**src/sv/c8alu_pkg.sv**
```systemverilog
`timescale 1ns / 1ps

package c8alu_pkg;

   // Operation codes
   typedef enum logic [4:0] {
      OP_ADD  = 5'd0,
      OP_ADC  = 5'd1,
      OP_SUB  = 5'd2,
      OP_SBC  = 5'd3,
      OP_AND  = 5'd4,
      OP_XOR  = 5'd5,
      OP_OR   = 5'd6,
      OP_CP   = 5'd7,
      OP_INC  = 5'd8,
      OP_DEC  = 5'd9,
      OP_DAA  = 5'd10,
      OP_CPL  = 5'd11,
      OP_SCF  = 5'd12,
      OP_CCF  = 5'd13,
      OP_SWAP = 5'd14,
      OP_BIT  = 5'd15,
      OP_SET  = 5'd16,
      OP_RES  = 5'd17
   } op_type;

   // Flag bit positions inside a flag nibble
   localparam int FLAG_Z = 3;
   localparam int FLAG_N = 2;
   localparam int FLAG_H = 1;
   localparam int FLAG_C = 0;

   // Decimal adjust constants
   localparam logic [7:0] DAA_LO_CORR = 8'h06;
   localparam logic [7:0] DAA_HI_CORR = 8'h60;
   localparam logic [7:0] DAA_HI_MAX  = 8'h99;
   localparam logic [3:0] DAA_LO_MAX  = 4'h9;
   localparam logic [3:0] NIBBLE_MAX  = 4'hF;

   // Input transaction
   typedef struct packed {
      logic [4:0] mode;
      logic [7:0] acc_in;
      logic [7:0] operand;
      logic [2:0] bit_index;
      logic [3:0] flags_in;
   } req_type;

   // Result transaction
   typedef struct packed {
      logic [7:0] result;
      logic       writes_back;
      logic [3:0] flags_out;
   } rsp_type;

endpackage

```
**src/sv/c8alu_exec.sv**
```systemverilog
`timescale 1ns / 1ps

module c8alu_exec (
   input  c8alu_pkg::req_type req,
   output c8alu_pkg::rsp_type rsp
);
   import c8alu_pkg::*;

   logic       zi, ni, hi, ci;
   logic       add_cin, sub_cin;
   logic [8:0] add_sum;
   logic [4:0] add_half;
   logic [8:0] sub_diff;
   logic [4:0] sub_half;
   logic [7:0] daa_corr;
   logic       daa_c;
   logic [7:0] daa_val;
   logic [7:0] bit_mask;
   logic [7:0] r;
   logic       z_new, n_new, h_new, c_new;
   logic       wb;
   logic       z_from_r;

   assign zi = req.flags_in[FLAG_Z];
   assign ni = req.flags_in[FLAG_N];
   assign hi = req.flags_in[FLAG_H];
   assign ci = req.flags_in[FLAG_C];

   // Adder and subtractor with carry out of bits 3 and 7
   assign add_cin  = (req.mode == OP_ADC) & ci;
   assign sub_cin  = (req.mode == OP_SBC) & ci;
   assign add_sum  = {1'b0, req.acc_in} + {1'b0, req.operand} + {8'd0, add_cin};
   assign add_half = {1'b0, req.acc_in[3:0]} + {1'b0, req.operand[3:0]} + {4'd0, add_cin};
   assign sub_diff = {1'b0, req.acc_in} - {1'b0, req.operand} - {8'd0, sub_cin};
   assign sub_half = {1'b0, req.acc_in[3:0]} - {1'b0, req.operand[3:0]} - {4'd0, sub_cin};

   // Decimal adjust correction
   always_comb begin
      daa_corr = 8'd0;
      daa_c    = ci;
      if (hi || (!ni && (req.acc_in[3:0] > DAA_LO_MAX))) begin
         daa_corr = daa_corr | DAA_LO_CORR;
      end
      if (ci || (!ni && (req.acc_in > DAA_HI_MAX))) begin
         daa_corr = daa_corr | DAA_HI_CORR;
         daa_c    = 1'b1;
      end
   end
   assign daa_val = ni ? (req.acc_in - daa_corr) : (req.acc_in + daa_corr);

   assign bit_mask = 8'd1 << req.bit_index;

   // Operation select; flags default to pass-through
   always_comb begin
      r     = req.acc_in;
      wb    = 1'b1;
      z_new = zi;
      n_new = ni;
      h_new = hi;
      c_new = ci;
      z_from_r = 1'b0;
      case (req.mode)
         OP_ADD, OP_ADC: begin
            r = add_sum[7:0];
            z_from_r = 1'b1;
            n_new = 1'b0;
            h_new = add_half[4];
            c_new = add_sum[8];
         end
         OP_SUB, OP_SBC: begin
            r = sub_diff[7:0];
            z_from_r = 1'b1;
            n_new = 1'b1;
            h_new = sub_half[4];
            c_new = sub_diff[8];
         end
         OP_CP: begin
            wb    = 1'b0;
            z_new = (sub_diff[7:0] == 8'd0);
            n_new = 1'b1;
            h_new = sub_half[4];
            c_new = sub_diff[8];
         end
         OP_AND: begin
            r = req.acc_in & req.operand;
            z_from_r = 1'b1;
            n_new = 1'b0;
            h_new = 1'b1;
            c_new = 1'b0;
         end
         OP_XOR: begin
            r = req.acc_in ^ req.operand;
            z_from_r = 1'b1;
            n_new = 1'b0;
            h_new = 1'b0;
            c_new = 1'b0;
         end
         OP_OR: begin
            r = req.acc_in | req.operand;
            z_from_r = 1'b1;
            n_new = 1'b0;
            h_new = 1'b0;
            c_new = 1'b0;
         end
         OP_INC: begin
            r = req.operand + 8'd1;
            z_from_r = 1'b1;
            n_new = 1'b0;
            h_new = (req.operand[3:0] == NIBBLE_MAX);
         end
         OP_DEC: begin
            r = req.operand - 8'd1;
            z_from_r = 1'b1;
            n_new = 1'b1;
            h_new = (req.operand[3:0] == 4'd0);
         end
         OP_DAA: begin
            r = daa_val;
            z_from_r = 1'b1;
            h_new = 1'b0;
            c_new = daa_c;
         end
         OP_CPL: begin
            r = ~req.acc_in;
            n_new = 1'b1;
            h_new = 1'b1;
         end
         OP_SCF: begin
            n_new = 1'b0;
            h_new = 1'b0;
            c_new = 1'b1;
         end
         OP_CCF: begin
            n_new = 1'b0;
            h_new = 1'b0;
            c_new = ~ci;
         end
         OP_SWAP: begin
            r = {req.operand[3:0], req.operand[7:4]};
            z_from_r = 1'b1;
            n_new = 1'b0;
            h_new = 1'b0;
            c_new = 1'b0;
         end
         OP_BIT: begin
            r     = req.operand;
            wb    = 1'b0;
            z_new = ~req.operand[req.bit_index];
            n_new = 1'b0;
            h_new = 1'b1;
         end
         OP_SET: begin
            r = req.operand | bit_mask;
         end
         OP_RES: begin
            r = req.operand & ~bit_mask;
         end
         default: begin
            // unused codes: no operation, nothing written
            wb = 1'b0;
         end
      endcase
      if (z_from_r) begin
         z_new = (r == 8'd0);
      end
   end

   assign rsp.result      = r;
   assign rsp.writes_back = wb;
   assign rsp.flags_out   = {z_new, n_new, h_new, c_new};

endmodule

```
**src/sv/cpu_8bit_alu_with_flags.sv**
```systemverilog
`timescale 1ns / 1ps

// 8-bit CPU ALU with Z/N/H/C flags. One transaction enters per clock while
// req_stall is low: it is captured in an input register, goes through one level
// of flat ALU logic and lands in the result register. A result is offered on
// rsp_ once it has moved from the input register into the result register, and
// with no stall the sustained rate is one transaction per cycle.
// Backpressure on rsp_stall holds the result register; the input register
// keeps accepting until both registers are full, so req_stall rises only while
// a result is held and another transaction waits behind it.
module cpu_8bit_alu_with_flags (
   input  logic                clock,
   input  logic                reset,
   input  logic                req_valid,
   output logic                req_stall,
   input  c8alu_pkg::req_type  req_data,
   output logic                rsp_valid,
   input  logic                rsp_stall,
   output c8alu_pkg::rsp_type  rsp_data
);
   import c8alu_pkg::*;

   logic    in_valid_ff, in_valid_in;
   req_type in_data_ff;
   logic    out_valid_ff, out_valid_in;
   rsp_type out_data_ff;
   rsp_type exec_rsp;
   logic    out_load;
   logic    in_load;

   // Pipeline advance
   assign out_load  = in_valid_ff && (!out_valid_ff || !rsp_stall);
   assign req_stall = in_valid_ff && !out_load;
   assign in_load   = req_valid && !req_stall;

   always_comb begin
      in_valid_in = in_valid_ff;
      if (in_load) begin
         in_valid_in = 1'b1;
      end else if (out_load) begin
         in_valid_in = 1'b0;
      end
      out_valid_in = out_valid_ff;
      if (out_load) begin
         out_valid_in = 1'b1;
      end else if (!rsp_stall) begin
         out_valid_in = 1'b0;
      end
   end

   // Control registers
   always_ff @(posedge clock) begin
      if (reset) begin
         in_valid_ff  <= 1'b0;
         out_valid_ff <= 1'b0;
      end else begin
         in_valid_ff  <= in_valid_in;
         out_valid_ff <= out_valid_in;
      end
   end

   // Payload registers
   always_ff @(posedge clock) begin
      if (in_load) begin
         in_data_ff <= req_data;
      end
      if (out_load) begin
         out_data_ff <= exec_rsp;
      end
   end

   c8alu_exec u_exec (
      .req (in_data_ff),
      .rsp (exec_rsp)
   );

   assign rsp_valid = out_valid_ff;
   assign rsp_data  = out_data_ff;

endmodule

```
**config.mk**
```make
export PLATFORM = sky130hd
export DESIGN_NAME = cpu_8bit_alu_with_flags
export DESIGN_NICKNAME = d
export VERILOG_FILES = /design/src/sv/c8alu_pkg.sv /design/src/sv/c8alu_exec.sv /design/src/sv/cpu_8bit_alu_with_flags.sv
export SDC_FILE = /design/constraint.sdc
export NUM_CORES = 1
export LEC_CHECK = 0
export ABC_AREA = 1
export BUFFER_PORTS_ARGS = -buffer_cell sky130_fd_sc_hd__buf_2
export CAP_MARGIN = 20
export CORE_MARGIN = 2
export CORE_UTILIZATION = 56
export DETAILED_ROUTE_END_ITERATION = 8
export GPL_ROUTABILITY_DRIVEN = 0
export GPL_TIMING_DRIVEN = 1
export PLACE_DENSITY = 0.74
export SETUP_SLACK_MARGIN = 0.15
export SYNTH_ARGS = -nofsm -noshare
export SYNTH_HDL_FRONTEND = slang
export SYNTH_SLANG_ARGS = --single-unit
```
**constraint.sdc**
```tcl
create_clock -name clock -period 6.7 [get_ports clock]
set_input_delay 1.005 -clock clock [delete_from_list [all_inputs] [get_ports clock]]
set_output_delay 1.005 -clock clock [all_outputs]
set_load 0.02 [all_outputs]
```
Word-level counts from Yosys, hierarchy flattened
Cells that the tools add are included.
{"block": "word_totals", "ff_bits": 43, "latch_bits": 0, "ramBits": 0, "mem_bits_ro": 0, "input_bits": 32, "out_inout_bits": 15, "n_memories": 0}
{"block": "op_classes", "addsub": 12, "n_mul": 0, "div_mod_pow": 0, "magnitude_cmp": 3, "n_eq_ne": 19, "shift": 1, "n_mux": 18, "n_bitwise": 11, "n_reduce_logical": 28}
{"cell": "one-hot mux 8 bit (13 select lines)", "count": 1}
{"cell": "== test 5 x 4 -> 1 bit (second input constant)", "count": 8}
{"cell": "== test 5 x 3 -> 1 bit (second input constant)", "count": 4}
{"cell": "AND 8 bit", "count": 2}
{"cell": "logical NOT 8 bit", "count": 2}
{"cell": "NOT 8 bit", "count": 2}
{"cell": "bitwise OR 8 bit", "count": 2}
{"cell": "OR reduction 16 bit", "count": 1}
{"cell": "one-hot mux 1 bit (6 select lines)", "count": 2}
{"cell": "OR reduction 11 bit", "count": 1}
{"cell": "== test 5 x 2 -> 1 bit (second input constant)", "count": 2}
{"cell": "== test 5 bit (second input constant)", "count": 2}
{"cell": "OR reduction 10 bit", "count": 1}
{"cell": "adder 8 x 8 -> 9 bit", "count": 1}
{"cell": "adder 9 x 1 -> 9 bit", "count": 1}
{"cell": "2-to-1 mux 1 bit", "count": 9}
{"cell": "subtractor 8 x 8 -> 9 bit", "count": 1}
{"cell": "subtractor 9 x 1 -> 9 bit", "count": 1}
{"cell": "adder 8 x 1 -> 8 bit (second input constant)", "count": 1}
{"cell": "adder 8 bit", "count": 1}
{"cell": "greater-than comparator 8 bit (second input constant)", "count": 1}
{"cell": "2-to-1 mux 8 bit", "count": 1}
{"cell": "<< shifter 1 x 3 -> 8 bit (first input constant)", "count": 1}
{"cell": "subtractor 8 x 1 -> 8 bit (second input constant)", "count": 1}
{"cell": "other kinds (28)", "count": 43}

Depth between registers and ports, before layout
{"block": "logic_depth", "depth_word": 10, "depth_mapped": 21, "ltp_nobuf": 21}

By module
From an unflattened synthesis, not the netlist that was laid out.
{"block": "hier_totals", "hier_cells": 677, "area_unflattened_um2": 4471.8}
{"module": "c8alu_exec", "instances": 1, "cells_each": 624, "area_each_um2": 3149.3}
{"module": "cpu_8bit_alu_with_flags", "instances": 1, "cells_each": 53, "area_each_um2": 1322.5}

Worst setup path before layout
No wires, ideal clock.
{"block": "synth_timing", "kind": "register to register", "startpoint": "reg in_data_ff[26] (netlist bit)", "endpoint": "reg out_data_ff, in the netlist rsp_data[3] (data pin)", "arrival_time_ns": 2.735, "required_time_ns": 6.446, "path_slack_ns": 3.711, "stages_incl_launch_ff": 17, "n_path_buf": 1, "period_less_slack_ns": 2.989, "cell_sequence": "edfxtp_1 > buf_6 > nor2_4 > nand2_1 > nor2_1 > nand2_1 > fa_1 > fa_1 > o21ai_0 > nand2_1 > xnor2_1 > o21ai_0 > inv_1 > nand4_1 > nor2_1 > nand4_1 > nand2_1"}
{"item": "start, declared", "line_no": "cpu_8bit_alu_with_flags.sv:24", "source": "req_type in_data_ff;"}
{"item": "start signal, assigned", "line_no": "cpu_8bit_alu_with_flags.sv:65", "source": "in_data_ff <= req_data;"}
{"item": "end signal, assigned", "line_no": "cpu_8bit_alu_with_flags.sv:68", "source": "out_data_ff <= exec_rsp;"}
{"item": "end, declared", "line_no": "cpu_8bit_alu_with_flags.sv:26", "source": "rsp_type out_data_ff;"}

==> flow_summary.toml <==
[logic_synthesis]
synth_top_area_cell = "sky130_fd_sc_hd__edfxtp_1"
synth_seq_area_share = 0.283
ys_types = 39
synth_top_area_share = 0.274
netlist_top_cells_area = "sky130_fd_sc_hd__edfxtp_1 27%, sky130_fd_sc_hd__nand2_1 17%, sky130_fd_sc_hd__ha_1 10%"
postSynthCellCount = 668
cell_area_synth_mm2 = 0.00449
synth_enable_flop_cells = 41
syn_nets = 742
postSynth.topFlopCell = "sky130_fd_sc_hd__edfxtp_1"
synth.avg_cell_area_um2 = 6.72
synth_warnings = 0
post_synthesis_register_bit_count = 43
proportion_of_register_bits_with_asynchronous_set_or_reset_after_synthesis = 0

[clocking]
worstSkewPairLatency_ns = 0.31
worst_setup_hold_path_clk_slew_ns = 0.08
clock_tree.root_cell = "sky130_fd_sc_hd__clkbuf_8"
clock_tree.htree_level_count = 2
clock_path_buffers = 2
cts_setup_buffers = 0
hold_buffers = 0
cts.sinks = 43
numCtsBuffers = 5
cts_tree = "done"
post_cts_resized = 0

[timing]
timing.final.crit_share = 0.557
fin_setup_tns_ns = 0
final-setup-viol-count = 0
tightestPinTransition_ns = 0.841
timing.max_slew.rel_slack = 0.437
timing.final.hold_violations = 0
post_route_minimum_period_ns = 3.73
rsz0062_at_grt = "false"
drv_slew = 0
setup_slack_ns = 2.97
finClkSkew_ns = 0.0119
clock.fmax_ghz = 0.268

[pwr]
seqPwrFrac = 0.436
p_comb_frac = 0.344
power.share.clock = 0.220
peakVddDrop_mv = 0.103
internal_power_w = 0.000481
report.power.total_w = 0.000781
sw_frac_of_total = 0.384
power.static_leakage_nw = 2.56
power_per_cell_area_mw_per_mm2 = 159
p_switching_w = 0.000299

[drt]
vias_per_cell = 5.83
drc_errors = 0
drt-total-wl_um = 13600
drtIter0Drc = 534
routed_wire_length_per_instance_um = 16.6
drt_pass1_iterations = 6
final_antenna_net_count = 0
routed-via-count = 4783

[grt]
antenna_violations_before_repair = 0
grt_first_pass_wirelength_um = 21700
first_global_vias = 4380
globalRouteTotalUtil = 0.328
grt_start_max_net_pins = 29
grt.overflow.total = 0

[critical_path]
largest_fanout_on_the_critical_path = 8
setup.worst_path.class = "reg2reg"
timing.critical_path.to_type = "register"
critPathArrivalTime_ns = 3.91
worstSetupStartpointType = "register"
worstPathRequired_ns = 6.88

[run_status]
run_status = "finished clean"

[cells_and_area]
final_net_count = 792
syn_to_final_growth_pct = 9.68
finish.cell_count_without_fillers = 821
post-route-util = 0.637
fillerInstances = 699
seqCellArea_mm2 = 0.00127
final_layout_size_suffix_gt1_frac = 0.111
multi_input_logic_area_mm2 = 0.00275
antenna_cells_inserted = 0

[floorplan]
top_ports = 47
num_rows = 32
dieWidth_um = 93.5
core_mm2 = 0.00773
floorplan.initialDensity = 0.581
die_h_um = 93.5
die_area_mm2 = 0.00874

[worst_hold_path]
worstHoldPathType = "reg2reg"

[placed_design]
port_buffers = 46
detailedPlace.worstSlack_ns = 3.12
post_detail_place_hpwl_um = 10700
dp_cells = 812

[flow_run]
max_cap_check_violation_count = 0
==> cells in the mapped netlist (3+ instances only) <==
cell                       number
sky130_fd_sc_hd__a21oi_1       25
sky130_fd_sc_hd__buf_6          3
sky130_fd_sc_hd__edfxtp_1      41
sky130_fd_sc_hd__fa_1           5
sky130_fd_sc_hd__ha_1          37
sky130_fd_sc_hd__inv_1        106
sky130_fd_sc_hd__inv_2          3
sky130_fd_sc_hd__nand2_1      200
sky130_fd_sc_hd__nand2_2        4
sky130_fd_sc_hd__nand2_4        3
sky130_fd_sc_hd__nand3_1       74
sky130_fd_sc_hd__nand3b_1       3
sky130_fd_sc_hd__nand4_1       22
sky130_fd_sc_hd__nor2_1        76
sky130_fd_sc_hd__nor2_2         5
sky130_fd_sc_hd__nor2_4         3
sky130_fd_sc_hd__nor3_1         5
sky130_fd_sc_hd__o21ai_0       14
sky130_fd_sc_hd__o21ai_1        3
sky130_fd_sc_hd__o22ai_1        8
sky130_fd_sc_hd__xnor2_1        3
sky130_fd_sc_hd__xor2_1         3
==> layout by cell type (no fill, tap or decap), types with 2 or more instances in the layout <==
master / n
sky130_fd_sc_hd__o21a_1: 2
sky130_fd_sc_hd__nor2_2: 5
sky130_fd_sc_hd__xor2_1: 3
sky130_fd_sc_hd__fa_1: 5
sky130_fd_sc_hd__edfxtp_1: 41
sky130_fd_sc_hd__a21o_1: 2
sky130_fd_sc_hd__nand3b_1: 3
sky130_fd_sc_hd__nand2_4: 3
sky130_fd_sc_hd__dfxtp_1: 2
sky130_fd_sc_hd__nand4_1: 22
sky130_fd_sc_hd__nor2_4: 3
sky130_fd_sc_hd__nand3_4: 2
sky130_fd_sc_hd__o22ai_1: 8
sky130_fd_sc_hd__o211ai_1: 2
sky130_fd_sc_hd__buf_2: 46
sky130_fd_sc_hd__inv_2: 3
sky130_fd_sc_hd__nor3_1: 5
sky130_fd_sc_hd__nand3_1: 74
sky130_fd_sc_hd__nand2_2: 4
sky130_fd_sc_hd__ha_1: 37
sky130_fd_sc_hd__nand2_1: 200
sky130_fd_sc_hd__clkbuf_8: 5
sky130_fd_sc_hd__a21oi_1: 25
sky130_fd_sc_hd__nor2_1: 76
sky130_fd_sc_hd__xnor2_1: 3
sky130_fd_sc_hd__o21ai_0: 14
sky130_fd_sc_hd__o21ai_1: 3
sky130_fd_sc_hd__inv_1: 106
==> area by class of cell <==
type | count | share of cell area
Sequential cell | 43 | 0.258
Inverter | 110 | 0.0849
Timing Repair Buffer | 48 | 0.0539
Tap cell | 102 | 0.0259
Clock inverter | 2 | 0.00254
Clock buffer | 6 | 0.0147
Multi-Input combinational cell | 510 | 0.560
==> metrics by stage <==
step	instance area (µm²)	hold WS (ns)
after floorplan	4490	0.450
after global placement	4810	0.461
after detailed placement	4810	0.469
after CTS	4890	0.481
after global routing	4920	0.509
final	4920	0.480
==> power by group through the flow <==
stage | combinational [W] | clock (W) | sequential, W
finish | 0.000269 | 0.000171 | 0.000340
global placement | 0.000253 | 0 | 0.000346
CTS | 0.000261 | 0.000169 | 0.000340
detailed placement | 0.000260 | 0 | 0.000346
global route | 0.000302 | 0.000178 | 0.000342
floorplan | 0.000189 | 0 | 0.000342
==> final timing paths <==
kind	from	end	slack [ns]	depth (start not counted)
max	in_data_ff[26]	rsp_data[3]	2.97	14
min	in_valid_ff	rsp_valid	0.48	2
max reg2reg	in_data_ff[26]	rsp_data[3]	2.97	14
min reg2reg	in_valid_ff	rsp_valid	0.48	2
==> critical path: stages, from the launching register on <==
cell,delay [ns]
sky130_fd_sc_hd__edfxtp_1,0.58
sky130_fd_sc_hd__nor2_4,0.36
sky130_fd_sc_hd__nand2_1,0.16
sky130_fd_sc_hd__nor2_1,0.17
sky130_fd_sc_hd__nand2_1,0.12
sky130_fd_sc_hd__fa_1,0.45
sky130_fd_sc_hd__fa_1,0.47
sky130_fd_sc_hd__o21ai_0,0.25
sky130_fd_sc_hd__nand2_1,0.12
sky130_fd_sc_hd__xnor2_1,0.23
sky130_fd_sc_hd__inv_1,0.07
sky130_fd_sc_hd__nor2_1,0.11
sky130_fd_sc_hd__nand4_1,0.19
sky130_fd_sc_hd__a31o_2,0.26
sky130_fd_sc_hd__nand2_1,0.08
==> sequential cells by signal (all words and copies together) (netlist names) <==
| register | flops |
|---|---|
| rsp_valid | 1 |
| in_valid_ff | 1 |
| rsp_data | 13 |
| in_data_ff | 28 |
==> cells by family after synthesis <==
kind of cell,count (synthesis),share of synthesized area
flip-flops,43,0.283
adder cells (fa/ha/maj),42,0.125
XOR/XNOR,6,0.0117
buffers and inverters,115,0.103
AND/OR/NAND/NOR,401,0.400
AO/OA/AOI/OAI,61,0.0770
==> routing by layer <==
layer,GRT usage,share of wire,vias to the layer above
li1,-,-,2275
met5,0,0,-
met1,0.439,0.40,2086
met2,0.496,0.42,339
met4,0.191,0.067,0
met3,0.0604,0.11,83
No activity file was read; power rests on OpenSTA's default activity.
